<file path="src/rtl/jsu_pkg.sv">
// Shared types and constants for the Jacobi symbol unit.
package jsu_pkg;

  // Symbol codes, two's complement on two bits.
  localparam logic [1:0] SYM_ZERO = 2'b00;
  localparam logic [1:0] SYM_POS  = 2'b01;
  localparam logic [1:0] SYM_NEG  = 2'b11;

  // Control from the sequencer to the bit-serial divider.
  typedef struct packed {
    logic start;
  } jsu_div_ctl_t;

  // Status from the divider back to the sequencer.
  typedef struct packed {
    logic done;
  } jsu_div_sts_t;

endpackage

</file>
<file path="src/rtl/jsu_div.sv">
// Restoring bit-serial remainder unit: one quotient bit per cycle.
module jsu_div import jsu_pkg::*; #(
  parameter int WIDTH = 64
) (
  input  logic               clk,
  input  logic               rst_n,
  input  jsu_div_ctl_t       ctl,
  input  logic [WIDTH-1:0]   dividend,
  input  logic [WIDTH-1:0]   divisor,
  output jsu_div_sts_t       sts,
  output logic [WIDTH-1:0]   remainder
);

  localparam int CW = $clog2(WIDTH + 1);

  logic [WIDTH-1:0] shf_r, shf_nxt;
  logic [WIDTH-1:0] rem_r, rem_nxt;
  logic [WIDTH-1:0] dvs_r, dvs_nxt;
  logic [CW-1:0]    cnt_r, cnt_nxt;
  logic             run_r, run_nxt;
  logic             done_r, done_nxt;
  logic [WIDTH:0]   trial;
  logic [WIDTH:0]   diff;

  always_comb begin
    shf_nxt  = shf_r;
    rem_nxt  = rem_r;
    dvs_nxt  = dvs_r;
    cnt_nxt  = cnt_r;
    run_nxt  = run_r;
    done_nxt = 1'b0;
    trial    = {rem_r, shf_r[WIDTH-1]};
    diff     = trial - {1'b0, dvs_r};
    if (ctl.start) begin
      shf_nxt = dividend;
      rem_nxt = '0;
      dvs_nxt = divisor;
      cnt_nxt = CW'(WIDTH);
      run_nxt = 1'b1;
    end else if (run_r) begin
      shf_nxt = {shf_r[WIDTH-2:0], 1'b0};
      if (!diff[WIDTH]) begin
        rem_nxt = diff[WIDTH-1:0];
      end else begin
        rem_nxt = trial[WIDTH-1:0];
      end
      cnt_nxt = cnt_r - 1'b1;
      if (cnt_r == CW'(1)) begin
        run_nxt  = 1'b0;
        done_nxt = 1'b1;
      end
    end
  end

  always_ff @(posedge clk) begin
    shf_r <= shf_nxt;
    rem_r <= rem_nxt;
    dvs_r <= dvs_nxt;
    if (!rst_n) begin
      cnt_r  <= '0;
      run_r  <= 1'b0;
      done_r <= 1'b0;
    end else begin
      cnt_r  <= cnt_nxt;
      run_r  <= run_nxt;
      done_r <= done_nxt;
    end
  end

  assign sts.done  = done_r;
  assign remainder = rem_r;

endmodule

</file>
<file path="src/rtl/jacobi_symbol_unit_core.sv">
// Top level of the Jacobi symbol unit: sequencer around a bit-serial divider.
//
// The unit takes a numerator and an odd modulus when start is high and busy is
// low, and when the item is finished shows the Jacobi symbol on out_symbol for
// exactly one cycle, marked by out_valid; the receiver cannot stall, so the
// transfer completes in that cycle. One item is worked on at a time. Each
// factor of two is stripped from the numerator in its own step. Each reduction
// step runs the restoring divider, which produces one quotient bit per cycle:
// it is launched from ST_DIV, and its registered remainder is taken in ST_WAIT
// when the divider reports done. Finding the numerator odd leads to the swap
// step. An item is thus a run of reciprocity steps, each made of the strip,
// swap and reduction, ended by the final zero test and ST_DONE, which
// registers the result that is then shown.
// Only the low WIDTH bits of each input are used.
module jacobi_symbol_unit_core import jsu_pkg::*; #(
  parameter int WIDTH = 64
) (
  input  logic        clk,
  input  logic        rst_n,
  input  logic        start,
  output logic        busy,
  input  logic [63:0] in_top_value,
  input  logic [63:0] in_modulus,
  output logic        out_valid,
  output logic [1:0]  out_symbol
);

  localparam logic [2:0] ST_IDLE  = 3'd0;
  localparam logic [2:0] ST_STRIP = 3'd1;
  localparam logic [2:0] ST_SWAP  = 3'd2;
  localparam logic [2:0] ST_DIV   = 3'd3;
  localparam logic [2:0] ST_WAIT  = 3'd4;
  localparam logic [2:0] ST_DONE  = 3'd5;

  logic [2:0]       st_r, st_nxt;
  logic [WIDTH-1:0] a_r, a_nxt;
  logic [WIDTH-1:0] n_r, n_nxt;
  logic             neg_r, neg_nxt;
  logic             ov_r, ov_nxt;
  logic [1:0]       sym_r, sym_nxt;
  jsu_div_ctl_t     dctl;
  jsu_div_sts_t     dsts;
  logic [WIDTH-1:0] drem;
  logic             n_is_one;

  assign n_is_one = (n_r == WIDTH'(1));

  // Remainder unit: a mod n, where n is the odd former a and never zero.
  jsu_div #(.WIDTH(WIDTH)) u_div (
    .clk       (clk),
    .rst_n     (rst_n),
    .ctl       (dctl),
    .dividend  (a_r),
    .divisor   (n_r),
    .sts       (dsts),
    .remainder (drem)
  );

  always_comb begin
    st_nxt     = st_r;
    a_nxt      = a_r;
    n_nxt      = n_r;
    neg_nxt    = neg_r;
    ov_nxt     = 1'b0;
    sym_nxt    = sym_r;
    dctl.start = 1'b0;
    unique case (st_r)
      ST_IDLE: begin
        if (start) begin
          a_nxt   = in_top_value[WIDTH-1:0];
          n_nxt   = in_modulus[WIDTH-1:0];
          neg_nxt = 1'b0;
          st_nxt  = ST_STRIP;
        end
      end
      ST_STRIP: begin
        // A zero numerator ends the loop; an even one loses one factor of two, an odd one goes on to the swap.
        if (a_r == '0) begin
          st_nxt = ST_DONE;
        end else if (!a_r[0]) begin
          a_nxt = a_r >> 1;
          if (n_r[2:0] == 3'd3 || n_r[2:0] == 3'd5) begin
            neg_nxt = ~neg_r;
          end
        end else begin
          st_nxt = ST_SWAP;
        end
      end
      ST_SWAP: begin
        a_nxt = n_r;
        n_nxt = a_r;
        if (a_r[1:0] == 2'b11 && n_r[1:0] == 2'b11) begin
          neg_nxt = ~neg_r;
        end
        st_nxt = ST_DIV;
      end
      ST_DIV: begin
        dctl.start = 1'b1;
        st_nxt     = ST_WAIT;
      end
      ST_WAIT: begin
        if (dsts.done) begin
          a_nxt  = drem;
          st_nxt = ST_STRIP;
        end
      end
      ST_DONE: begin
        ov_nxt  = 1'b1;
        sym_nxt = !n_is_one ? SYM_ZERO : (neg_r ? SYM_NEG : SYM_POS);
        st_nxt  = ST_IDLE;
      end
      default: begin
        st_nxt = ST_IDLE;
      end
    endcase
  end

  always_ff @(posedge clk) begin
    a_r   <= a_nxt;
    n_r   <= n_nxt;
    neg_r <= neg_nxt;
    sym_r <= sym_nxt;
    if (!rst_n) begin
      st_r <= ST_IDLE;
      ov_r <= 1'b0;
    end else begin
      st_r <= st_nxt;
      ov_r <= ov_nxt;
    end
  end

  assign busy       = (st_r != ST_IDLE);
  assign out_valid  = ov_r;
  assign out_symbol = sym_r;

  // A result is shown only in the cycle after the final step of an item.
  a_res_after_done: assert property (@(posedge clk) disable iff (!rst_n)
    out_valid |-> $past(st_r) == ST_DONE) else $error("result without finish");

  // The divisor handed to the remainder unit is odd, hence never zero.
  a_div_odd: assert property (@(posedge clk) disable iff (!rst_n)
    st_r == ST_DIV |-> n_r[0]) else $error("even divisor");

  // The symbol is always one of the three defined codes.
  a_sym_code: assert property (@(posedge clk) disable iff (!rst_n)
    out_valid |-> (out_symbol == SYM_ZERO || out_symbol == SYM_POS ||
                   out_symbol == SYM_NEG)) else $error("bad symbol code");

  // The divider reports completion only while the sequencer waits for it.
  a_div_wait: assert property (@(posedge clk) disable iff (!rst_n)
    dsts.done |-> st_r == ST_WAIT) else $error("stray divider completion");

endmodule

</file>
<file path="config.mk">
export PLATFORM = sky130hd
export DESIGN_NAME = jacobi_symbol_unit_core
export DESIGN_NICKNAME = d
export VERILOG_FILES = /design/src/rtl/jsu_pkg.sv /design/src/rtl/jsu_div.sv /design/src/rtl/jacobi_symbol_unit_core.sv
export SDC_FILE = /design/constraint.sdc
export NUM_CORES = 1
export LEC_CHECK = 0
export BUFFER_PORTS_ARGS = -buffer_cell sky130_fd_sc_hd__buf_2
export CORE_ASPECT_RATIO = 1.75
export CORE_MARGIN = 2
export CORE_UTILIZATION = 55
export DETAILED_ROUTE_END_ITERATION = 7
export MAX_ROUTING_LAYER = met4
export PLACE_DENSITY = 0.83
export SLEW_MARGIN = 5
export SYNTH_ARGS = -nofsm -noshare
export SYNTH_HDL_FRONTEND = slang
export SYNTH_SLANG_ARGS = --single-unit
</file>
<file path="constraint.sdc">
create_clock -name clk -period 4.49 [get_ports clk]
set_clock_uncertainty 0.05 [all_clocks]
set_input_delay 0.898 -clock clk [delete_from_list [all_inputs] [get_ports clk]]
set_output_delay 0.898 -clock clk [all_outputs]
set_load 0.02 [all_outputs]
</file>
## After elaboration in Yosys (flattened, before gate mapping)

Cells that the tools add are included.

| storage, ports and cells | value |
|---|---|
| input port bits | 131 |
| output and inout bits | 4 |
| bits in writable memories | 0 |
| memories kept | 0 |
| word-level logic and storage cells | 83 |
| latch bits | 0 |
| register bits | 336 |
| bits in read-only memories | 0 |

| cells by class | value |
|---|---|
| multiply operators | 0 |
| bitwise gates (word level) | 3 |
| shift-type cells | 0 |
| order comparisons | 0 |
| divide/modulo/power cells | 0 |
| equal/unequal tests | 18 |
| reduce and logical (&&, ||, !) cells | 16 |
| mux-type cells | 30 |
| $add $sub $neg | 2 |

Operators by type and width:

| cell | count |
|---|---|
| $mux W64 | 8 |
| $pmux W64 S4 | 1 |
| $pmux W64 S2 | 1 |
| $sub A65 B64 Y65 | 1 |
| $eq A64 B1 Y1 const B | 1 |
| $logic_not A64 Y1 | 1 |
| $pmux W3 S5 | 1 |
| $mux W7 | 2 |
| $mux W3 | 4 |
| $mux W1 | 11 |
| $ne A2 B2 Y1 const B | 5 |
| $eq A3 B2 Y1 const B | 3 |
| $eq A3 B3 Y1 const B | 3 |
| $eq A7 B1 Y1 const B | 1 |
| $sub A7 B1 Y7 const B | 1 |
| $reduce_and A6 Y1 | 1 |
| $reduce_bool A3 Y1 | 2 |
| $reduce_and A5 Y1 | 1 |
| $eq A2 B2 Y1 const B | 2 |
| $reduce_and A4 Y1 | 1 |
| $reduce_bool A2 Y1 | 2 |
| $reduce_bool A4 Y1 | 1 |
| $eq A3 B1 Y1 const B | 1 |
| $logic_not A3 Y1 | 1 |
| other kinds (11) | 13 |

## Logic depth before layout (Yosys ltp)

Gate-level depths: netlist of the first run.

| depth | value |
|---|---|
| depth in word-level cells | 6 |
| gate-level depth with buffers | 15 |
| depth with buffers taken out | 13 |

## Modules after synthesis

From an unflattened synthesis of the first run, not the netlist that was laid out.

| unflattened totals | value |
|---|---|
| cells, all modules | 1757 |
| area, all modules | 18821.8 um2 |

By module, submodules not included:

| module | instances | sequential area each (um2) | area an instance (um2) | cells an instance |
|---|---|---|---|---|
| jsu_div | 1 | 5305.1 | 11913.9 | 1222 |
| jacobi_symbol_unit_core | 1 | 4013.8 | 6907.9 | 535 |

## Least setup slack after synthesis of the first run

OpenSTA, ideal clock, no wires.

| timing | value |
|---|---|
| path type | input -> register |
| start | input start |
| end | register n_r[0] (enable) |
| path buffers | 0 |
| arrival time | 3.679 ns |
| required time | 3.952 ns |
| cell stages on the path | 2 |
| library setup time | 0.488 ns |
| slack | 0.274 ns |
| cell sequence | o21bai_1 -> nor2_1 |

| on the way | value |
|---|---|
| cells in the longest elaborated chain, start to end | 2 |

RTL lines:

| item | RTL line | text |
|---|---|---|
| from (decl) | jacobi_symbol_unit_core.sv:20 | `input logic start,` |
| $ne A2 B2 Y1 (no line) | -- |  |
| $reduce_and A2 Y1 (no line) | -- |  |
| to (signal assigned) | jacobi_symbol_unit_core.sv:120 | `n_r <= n_nxt;` |
| to (decl) | jacobi_symbol_unit_core.sv:37 | `logic [WIDTH-1:0] n_r, n_nxt;` |

Every way passes these cells.
A chain may end at the register's enable or synchronous reset.

## Worst setup path in the final report of the first run

| timing | value |
|---|---|
| start | register u_div.shf_r[63] |
| end | register u_div.rem_r[33], in the netlist u_div.remainder[33] |

| on the way | value |
|---|---|
| cells in the longest elaborated chain, start to end | 2 |

RTL lines:

| item | RTL line | text |
|---|---|---|
| from (decl) | jsu_div.sv:16 | `logic [WIDTH-1:0] shf_r, shf_nxt;` |
| from (signal assigned) | jsu_div.sv:56 | `shf_r <= shf_nxt;` |
| $sub A65 B64 Y65 | jsu_div.sv:33 | `diff = trial - {1'b0, dvs_r};` |
| $mux W64 | jsu_div.sv:42 | `if (!diff[WIDTH]) begin` |
| to (signal assigned) | jsu_div.sv:57 | `rem_r <= rem_nxt;` |
| to (decl) | jsu_div.sv:17 | `logic [WIDTH-1:0] rem_r, rem_nxt;` |

Every way passes these cells.

==> reports/qor.yml, run 1 <==
place:
  gp_congestion: 0.995
  hpwl_mm: 43.3
  io_buffers: 134
  place_inst: 2318
  place_area_sq_um: 19700
  dp_slack_ns: 0.604
routing:
  drcViolationCount: 0
  drt_iter0_markers: 1302
  antenna_left: 0
  wl_per_cell_um: 24.8
  wirelength_mm: 58.8
  vias_per_cell: 6.45
  first_pass_iters: 5
  vias: 15325
timing:
  drv_slew: 0
  fmax_mhz: 251
  hold_violations: 0
  period_needed_ns: 3.98
  worstMarginPinSlew_ns: 1.23
  rsz0062_at_grt: "no"
  maxSlewHeadroom_pct: 17.5
  finalSetupViolations: 0
  post-route-period-util_pct: 88.6
  setup_tns_ns: 0
  worst_slack_ns: 0.511
synthesis:
  synth.most_common_cell: "nand2_1"
  async_reset_ff_share_pct: 0
  yosysSeqAreaShare_pct: 50.1
  synthCells: 1805
  synth_commonest_cells: "nand2_1, edfxtp_1, a21oi_1"
  synth_warnings: 0
  ys_ff_latch: 336
  synth_edf_count: 259
  synth_area_leaders: "edfxtp_1, dfxtp_1, nand2_1"
  netlist_area_sq_um: 18600
  ys.flop_type: "edfxtp_1"
  yosysTopAreaCell: "edfxtp_1"
  synth.top_cell.area_share_pct: 41.8
  synth.avg_cell_area_sq_um: 10.3
  syn_nets: 2003
  synth_cell_types: 72
clock_tree:
  clock_sinks: 336
  cts_setup_buffers: 0
  path_clk_slew_ns: 0.08
  cts_resized: 0
  clk_latency_ns: 0.62
  cts_buffers: 31
  ctsRootBufferMaster: "clkbuf_16"
  cts_max_level: 1
  cts_max_path_buffers: 3
  cts_tree: "built"
  hold_buffers: 0
critical_path:
  arrival_ns: 4.39
  critical_path_class: "flop to flop"
  critPathLaunchType: "flop"
  required_ns: 4.90
  cp_max_fo: 29
  endpoint_kind: "flop"
  r2r.worst_path.cells: 14
global_route:
  grt_pass1_wl_mm: 89.0
  grt_max_degree: 74
  track_usage_pct: 34.1
  grt-ovfl-total: 0
  grt_pass1_vias: 15408
  antenna_found_initial: 0
power:
  peakVddDrop_mv: 0.447
  p_leak_nw: 8.23
  p_per_area_nw_per_um2: 640
floorplanning:
  fp.coreArea_sq_um: 33500
  chipWidth_um: 143
  rows: 89
  initial_core_util_pct: 55.5
  die_area_sq_um: 35400
  die_h_um: 247
  ios: 135
flow_run:
  cap_violations: 0
final_layout:
  area_growth_pct: 11.4
  instances_no_fill: 2375
  regArea_sq_um: 9320
  fillers: 2708
  layout-drive-gt1-share_pct: 16.0
  multi_input_area_sq_um: 8570
  antenna_cells: 0
  fin_nets: 2094
  design_area_sq_um: 20700
outcome:
  run_status: "complete, no violations"
hold_path:
  holdPathStages: 0
  hold_path_class: "flop to flop"
==> through the flow <==
stage	util [%]	hold slack (ns)	power (mW)
global placement	58.8	0.415	10.4
global route	61.8	0.448	13.9
finish	61.8	0.437	13.3
CTS	61.8	0.439	13.2
floorplan	-	0.401	8.70
detailed placement	58.8	0.423	10.5
==> flip-flops by register name, summed over array words and instances (netlist names), 2 cells and up <==
signal / count
a_r: 64
u_div.dvs_r: 64
out_symbol: 2
st_r: 3
u_div.shf_r: 64
u_div.remainder: 64
n_r: 64
u_div.cnt_r: 7
==> routing by layer <==
layer / track usage [%] / wire, um / vias to the layer above
li1: - / - / 6965
met1: 36.8 / 20600 / 7395
met3: 3.69 / 3410 / 224
met2: 59.6 / 30500 / 741
met4: 21.0 / 4300 / 0
met5: - / 0 / -
==> cells by family (layout without fill, tap and decap cells) <==
group	after synthesis	count (layout)	synth area share, %
XOR/XNOR	60	60	2.82
adder cells (fa/ha/maj)	67	67	4.54
buffers and inverters	190	305	4.13
AND/OR/NAND/NOR	511	511	12.5
AO/OA/AOI/OAI	521	521	19.1
flip-flops	336	336	50.1
multiplexers	120	120	6.88
==> worst max-delay path, cell delays in order, from the launching register on <==
cell and delay, ns:
edfxtp_1 0.36, inv_1 0.06, ha_1 0.21, fa_1 0.44, nand2b_1 0.18, a21oi_1 0.47, o211ai_1 0.17, nand2_1 0.18
a22oi_1 0.14, nand3_1 0.19, a21o_1 0.21, and2_4 0.42, buf_12 0.30, mux2i_1 0.31, a21oi_1 0.10
==> area by class of cell <==
cell class,count,share of cell area [%]
inverter,87,1.59
clock buffer,35,3.96
clock inverter,22,1.00
multi-input combinational,1279,41.3
timing repair buffer,161,4.39
tap,455,2.75
sequential,336,45.0
==> final timing paths <==
check / end / slack (ns) / startpoint
max: u_div.remainder[33]$_SDFFE_PP0P_ / 0.51 / u_div.shf_r[63]$_DFFE_PP_
max reg2reg: u_div.remainder[33]$_SDFFE_PP0P_ / 0.51 / u_div.shf_r[63]$_DFFE_PP_
min reg2reg: u_div.dvs_r[7]$_DFFE_PP_ / 0.44 / n_r[7]$_DFFE_PP_
min: u_div.dvs_r[7]$_DFFE_PP_ / 0.44 / n_r[7]$_DFFE_PP_
==> power breakdown <==
group	internal [mW]	switching (mW)
sequential	4.10	0.804
clock	1.45	1.28
combinational	2.23	3.41
total	7.77	5.49
==> cell usage in the layout, fill, tap and decap left out, types with 31 or more instances in the layout <==
cell	count
a21oi_1	149
a221o_1	66
a22o_1	64
buf_2	134
clkbuf_16	31
dfxtp_1	76
edfxtp_1	259
ha_1	66
inv_1	85
mux2_2	64
mux2i_1	56
nand2_1	266
nor2_1	73
nor4_1	37
o21ai_0	117
xnor2_1	33
Note: power is estimated with default switching activity, not from simulation.
==> run 2, diff against run 1 <==
--- a/config.mk
+++ b/config.mk
@@ -11,7 +11,8 @@
 export CORE_UTILIZATION = 55
 export DETAILED_ROUTE_END_ITERATION = 7
 export MAX_ROUTING_LAYER = met4
-export PLACE_DENSITY = 0.83
+export PLACE_DENSITY = 0.74
+export RECOVER_POWER = 50
 export SLEW_MARGIN = 5
 export SYNTH_ARGS = -nofsm -noshare
 export SYNTH_HDL_FRONTEND = slang
==> run 2 against run 1 <==
  * The run now ends with max-capacitance violations, max-slew violations left
  * Via count down 0.78%
  * Largest power group unchanged
  * Global-route usage up 0.89 points
  * Clock power up 5%
  * First-iteration DRC count decreased by 2.9%
  * Design area increased by 0.24%
  * Largest cell class unchanged
  * Non-clock buffer count stayed put
==> reports/qor.yml, run 2 (same netlist as run 1, synthesis figures left out) <==
hold_path:
  hold_start: "n_r[12]$_DFFE_PP_"
  hold_path_class: "flop to flop"
  holdPathStages: 0
  hold-path-endpoint: "u_div.dvs_r[12]$_DFFE_PP_"
global_route:
  antenna_found_initial: 1
  grt_max_degree: 128
  track_usage_pct: 35.0
  grt_pass1_vias: 15261
  grt_pass1_wl_mm: 90.0
  grt-ovfl-total: 0
routing:
  wl_per_cell_um: 25.4
  wirelength_mm: 60.4
  vias: 15206
  antenna_left: 0
  drt_iter0_markers: 1264
  vias_per_cell: 6.39
  drcViolationCount: 0
  first_pass_iters: 5
timing:
  period_needed_ns: 4.31
  fmax_mhz: 232
  rsz0062_at_grt: "no"
  worstMarginPinSlew_ns: 3.06
  drv_slew: 238
  hold_violations: 0
  setup_tns_ns: 0
  post-route-period-util_pct: 95.9
  hold_ws_ns: 0.435
  finalSetupViolations: 0
  maxSlewHeadroom_pct: -104
power:
  p_leak_nw: 8.24
  p_per_area_nw_per_um2: 651
  peakVddDrop_mv: 0.378
  finalPower_mw: 13.5
outcome:
  run_status: "finished, violations left"
  violations: "max-capacitance violations, max-slew violations"
critical_path:
  cp_max_fo: 4
  path_buf_inv: 2
  arrival_ns: 4.73
  r2r.worst_path.cells: 14
  reg2reg_from: "u_div.shf_r[63]$_DFFE_PP_"
  critical_path_class: "flop to flop"
  rrSetupSlack_ns: 0.18
  worstSetupStartpoint: "u_div.shf_r[63]$_DFFE_PP_"
  required_ns: 4.91
  endpoint_kind: "flop"
  worstReg2RegEnd: "u_div.remainder[38]$_SDFFE_PP0P_"
  critical_path.cell_chain: "inv_1 -> ha_1 -> fa_1 -> nand2b_1 -> a21oi_1 -> buf_4 -> o21ai_0 -> nand2_1 -> a31oi_1 -> o21ai_0 -> a21o_1 -> xor2_1 -> mux2i_1 -> a21oi_1"
  path_depth: 14
  cpMaxStageDelayCell: "o21ai_0"
  critPathLaunchType: "flop"
  cp_slowest_stage_delay_ns: 0.98
  critical_path.top_delay_family: "compound AO/OA/AOI/OAI gates"
flow_run:
  cap_violations: 4
clock_tree:
  hold_buffers: 0
  cts_buffers: 34
  cts_tree: "built"
  ctsRootBufferMaster: "clkbuf_16"
  cts_setup_buffers: 0
  path_clk_slew_ns: 0.06
  clk_latency_ns: 0.55
  cts_max_level: 2
  cts_resized: 0
  cts_max_path_buffers: 3
  clock_sinks: 336
final_layout:
  layout-drive-gt1-share_pct: 15.4
  utilization_pct: 62.0
  layout_common_cells: "nand2_1, edfxtp_1, a21oi_1, buf_2, o21ai_0"
  instances_no_fill: 2379
  area_growth_pct: 11.6
  fin_nets: 2097
  final_common_cell: "nand2_1"
  antenna_cells: 0
floorplanning:
  rows: 89
  die_h_um: 247
  die_area_sq_um: 35400
  chipWidth_um: 143
  ios: 135
  fp.coreArea_sq_um: 33500
  initial_core_util_pct: 55.5
place:
  hpwl_mm: 44.9
  io_buffers: 134
  gp_congestion: 1.05
  place_inst: 2318
==> run 2: per-stage QoR <==
| stage | worst slack [ns] | cell area (sq um) |
|---|---|---|
| 2_1_floorplan | 0.274 | 18600 |
| 3_3_place_gp | 0.362 | 19700 |
| 3_5_place_dp | 0.328 | 19700 |
| 4_1_cts | 0.252 | 20800 |
| 5_1_grt | 0.0340 | 20800 |
| 6_report | 0.182 | 20800 |
==> run 2: per-layer routing <==
layer	track usage, %	routed length [um]
met5	-	0
met4	18.8	3740
met3	3.55	3260
met2	63.9	32300
met1	36.7	21200
==> run 2: cell type report <==
type / count / area [sq um]
sequential: 336 / 9320
multi-input combinational: 1279 / 8560
clock inverter: 15 / 134
tap: 455 / 569
timing repair buffer: 161 / 901
clock buffer: 46 / 967
inverter: 87 / 327
fill: 2754 / 12700
==> run 2: how the worst max path moves through the flow <==
stage / endpoint
final: u_div.remainder[38]$_SDFFE_PP0P_
after global routing: u_div.shf_r[5]$_DFFE_PP_
after CTS: u_div.remainder[38]$_SDFFE_PP0P_
after detailed placement: u_div.remainder[38]$_SDFFE_PP0P_
after global placement: u_div.remainder[38]$_SDFFE_PP0P_
after floorplan: n_r[0]$_DFFE_PP_
==> run 2: where the power goes <==
part	leakage, nW	switching, mW	internal, mW
combinational	4.64	3.48	2.25
sequential	3.07	0.828	4.10
clock	0.534	1.27	1.59
total	8.24	5.58	7.95
==> run 2: worst register-to-register path, stage by stage (launching register included) <==
cell and delay (ns):
edfxtp_1 0.36, inv_1 0.05, ha_1 0.22, fa_1 0.44
nand2b_1 0.18, a21oi_1 0.14, buf_4 0.17, o21ai_0 0.19
nand2_1 0.27, a31oi_1 0.24, o21ai_0 0.98, a21o_1 0.28
xor2_1 0.36, mux2i_1 0.14, a21oi_1 0.15
==> run 3, diff against run 2 <==
--- a/config.mk
+++ b/config.mk
@@ -11,8 +11,8 @@
 export CORE_UTILIZATION = 55
 export DETAILED_ROUTE_END_ITERATION = 7
 export MAX_ROUTING_LAYER = met4
-export PLACE_DENSITY = 0.74
-export RECOVER_POWER = 50
+export PLACE_DENSITY = 0.77
+export RECOVER_POWER = 100
 export SLEW_MARGIN = 5
 export SYNTH_ARGS = -nofsm -noshare
 export SYNTH_HDL_FRONTEND = slang
==> constraint.sdc (replaced) <==
create_clock -name clk -period 3.8 [get_ports clk]
set_clock_uncertainty 0.05 [all_clocks]
set_input_delay 0.76 -clock clk [delete_from_list [all_inputs] [get_ports clk]]
set_output_delay 0.76 -clock clk [all_outputs]
set_load 0.02 [all_outputs]
==> run 3 against run 2 <==
  * The flow still finishes with violations (max-capacitance violations, max-slew violations)
  * First-iteration DRC count barely moved
  * Sequential power rose by 17%
  * Critical path depth fell by 5
  * Clock-buffer cell count fell by 3
  * Largest power group unchanged
==> reports/qor.yml, run 3 (same netlist as run 1, synthesis figures left out) <==
global_route:
  grt_max_degree: 75
  antenna_found_initial: 0
  grt_pass1_vias: 15195
  grt_pass1_wl_mm: 89.5
  track_usage_pct: 34.8
  grt-ovfl-total: 0
outcome:
  violations: "max-capacitance violations, max-slew violations"
  run_status: "finished, violations left"
final_layout:
  design_area_sq_um: 21000
  final_common_cell: "nand2_1"
  layout-drive-gt1-share_pct: 17.4
  utilization_pct: 62.7
  area_growth_pct: 12.9
  instances_no_fill: 2417
  antenna_cells: 0
  fin_nets: 2135
  layout_common_cells: "nand2_1, edfxtp_1, a21oi_1, buf_2, o21ai_0"
floorplanning:
  chipWidth_um: 143
  die_area_sq_um: 35400
  initial_core_util_pct: 55.5
  rows: 89
  ios: 135
  fp.coreArea_sq_um: 33500
  die_h_um: 247
power:
  swShare_pct: 40.9
  p_int_mw: 9.51
  p_per_area_nw_per_um2: 766
  finalPower_mw: 16.1
  p_comb_share_pct: 44.1
  seqPwrFrac_pct: 36.0
  p_leak_nw: 8.41
  peakVddDrop_mv: 0.462
  switchingPower_mw: 6.58
  p_clk_share_pct: 19.9
clock_tree:
  cts_max_level: 1
  cts_max_path_buffers: 3
  cts_buffers: 31
  clk_latency_ns: 0.62
  ctsRootBufferMaster: "clkbuf_16"
  cts_tree: "built"
  clock_sinks: 336
  path_clk_slew_ns: 0.07
routing:
  drt_iter0_markers: 1265
  first_pass_iters: 5
  drcViolationCount: 0
  vias_per_cell: 6.34
  wirelength_mm: 60.5
  vias: 15319
  antenna_left: 0
  wl_per_cell_um: 25.0
flow_run:
  cap_violations: 3
timing:
  finalSetupViolations: 0
  hold_violations: 0
  post-route-period-util_pct: 93.8
  setup_tns_ns: 0
  fmax_mhz: 281
  period_needed_ns: 3.56
  worst_slack_ns: 0.235
  worstMarginPinSlew_ns: 2.24
  drv_slew: 142
  maxSlewHeadroom_pct: -49.6
  hold_ws_ns: 0.388
  rsz0062_at_grt: "no"
critical_path:
  critical_path_class: "flop to flop"
  required_ns: 4.05
  critPathLaunchType: "flop"
  arrival_ns: 3.82
  reg2reg_from: "a_r[60]$_DFFE_PP_"
  endpoint_kind: "flop"
  rrSetupSlack_ns: 0.24
  cp_max_fo: 36
  worstReg2RegEnd: "a_r[15]$_DFFE_PP_"
  r2r.worst_path.cells: 9
place:
  io_buffers: 134
  place_inst: 2356
  hpwl_mm: 45.2
  dp_slack_ns: -0.00327
  place_area_sq_um: 20000
  gp_congestion: 1.08
hold_path:
  hold_start: "rst_n"
  hold_path_class: "primary input to flop"
  hold-path-endpoint: "u_div.run_r$_SDFF_PN0_"
  holdPathStages: 2
==> run 3: how the worst max path moves through the flow <==
| stage | depth (start not counted) | startpoint | slack [ns] | to |
|---|---|---|---|---|
| after detailed placement | 15 | u_div.shf_r[63]$_DFFE_PP_ | -0.003 | u_div.remainder[42]$_SDFFE_PP0P_ |
| final | 9 | a_r[60]$_DFFE_PP_ | 0.24 | a_r[15]$_DFFE_PP_ |
| after CTS | 15 | u_div.shf_r[63]$_DFFE_PP_ | 0.17 | u_div.remainder[42]$_SDFFE_PP0P_ |
| after global routing | 15 | u_div.shf_r[63]$_DFFE_PP_ | 0.05 | u_div.remainder[42]$_SDFFE_PP0P_ |
| after global placement | 15 | u_div.shf_r[63]$_DFFE_PP_ | -0.02 | u_div.remainder[42]$_SDFFE_PP0P_ |
| after floorplan | 8 | st_r[1]$_SDFFE_PN0P_ | 0.17 | a_r[10]$_DFFE_PP_ |
==> run 3: timing repair <==
item,in CTS,in global routing
setup endpoints to repair,1,40
pin swaps,0,1
hold buffers,0,0
endpoints found under the hold margin,0,0
buffers inserted,0,3
gates cloned,0,0
resized for setup,1,5
==> run 3: per-layer routing <==
metal | GRT usage (%) | vias to the layer above | wire length (um)
met4 | 18.6 | 0 | 3800
met3 | 3.65 | 181 | 3640
met2 | 63.0 | 747 | 32200
li1 | - | 7040 | -
met1 | 36.7 | 7351 | 20900
met5 | - | - | 0
==> run 3: cell type report <==
class	count	area [sq um]
inverters	87	329
multi-input cells	1279	8580
clock buffers	43	871
flip-flops and latches	336	9320
fillers	2739	12500
repair buffers	202	1190
well taps	455	569
clock inverters	15	155
==> run 3: worst max-delay path, stage by stage (launching register included) <==
cell and delay [ns]:
edfxtp_1 0.51, nor4_1 0.91, nand4_1 0.31, nor4_1 0.41, buf_4 0.19, nor2_1 0.05
a21boi_0 0.19, o21ai_0 0.13, o31a_2 0.18, buf_4 0.29
==> run 3: power groups by stage <==
stage / Clock (mW) / Sequential, mW / Combinational (mW)
2_1_floorplan: 0 / 5.38 / 4.90
3_3_place_gp: 0 / 5.82 / 6.88
3_5_place_dp: 0 / 5.83 / 6.93
4_1_cts: 3.23 / 5.76 / 6.97
5_1_grt: 3.34 / 5.85 / 7.65
6_report: 3.20 / 5.79 / 7.09
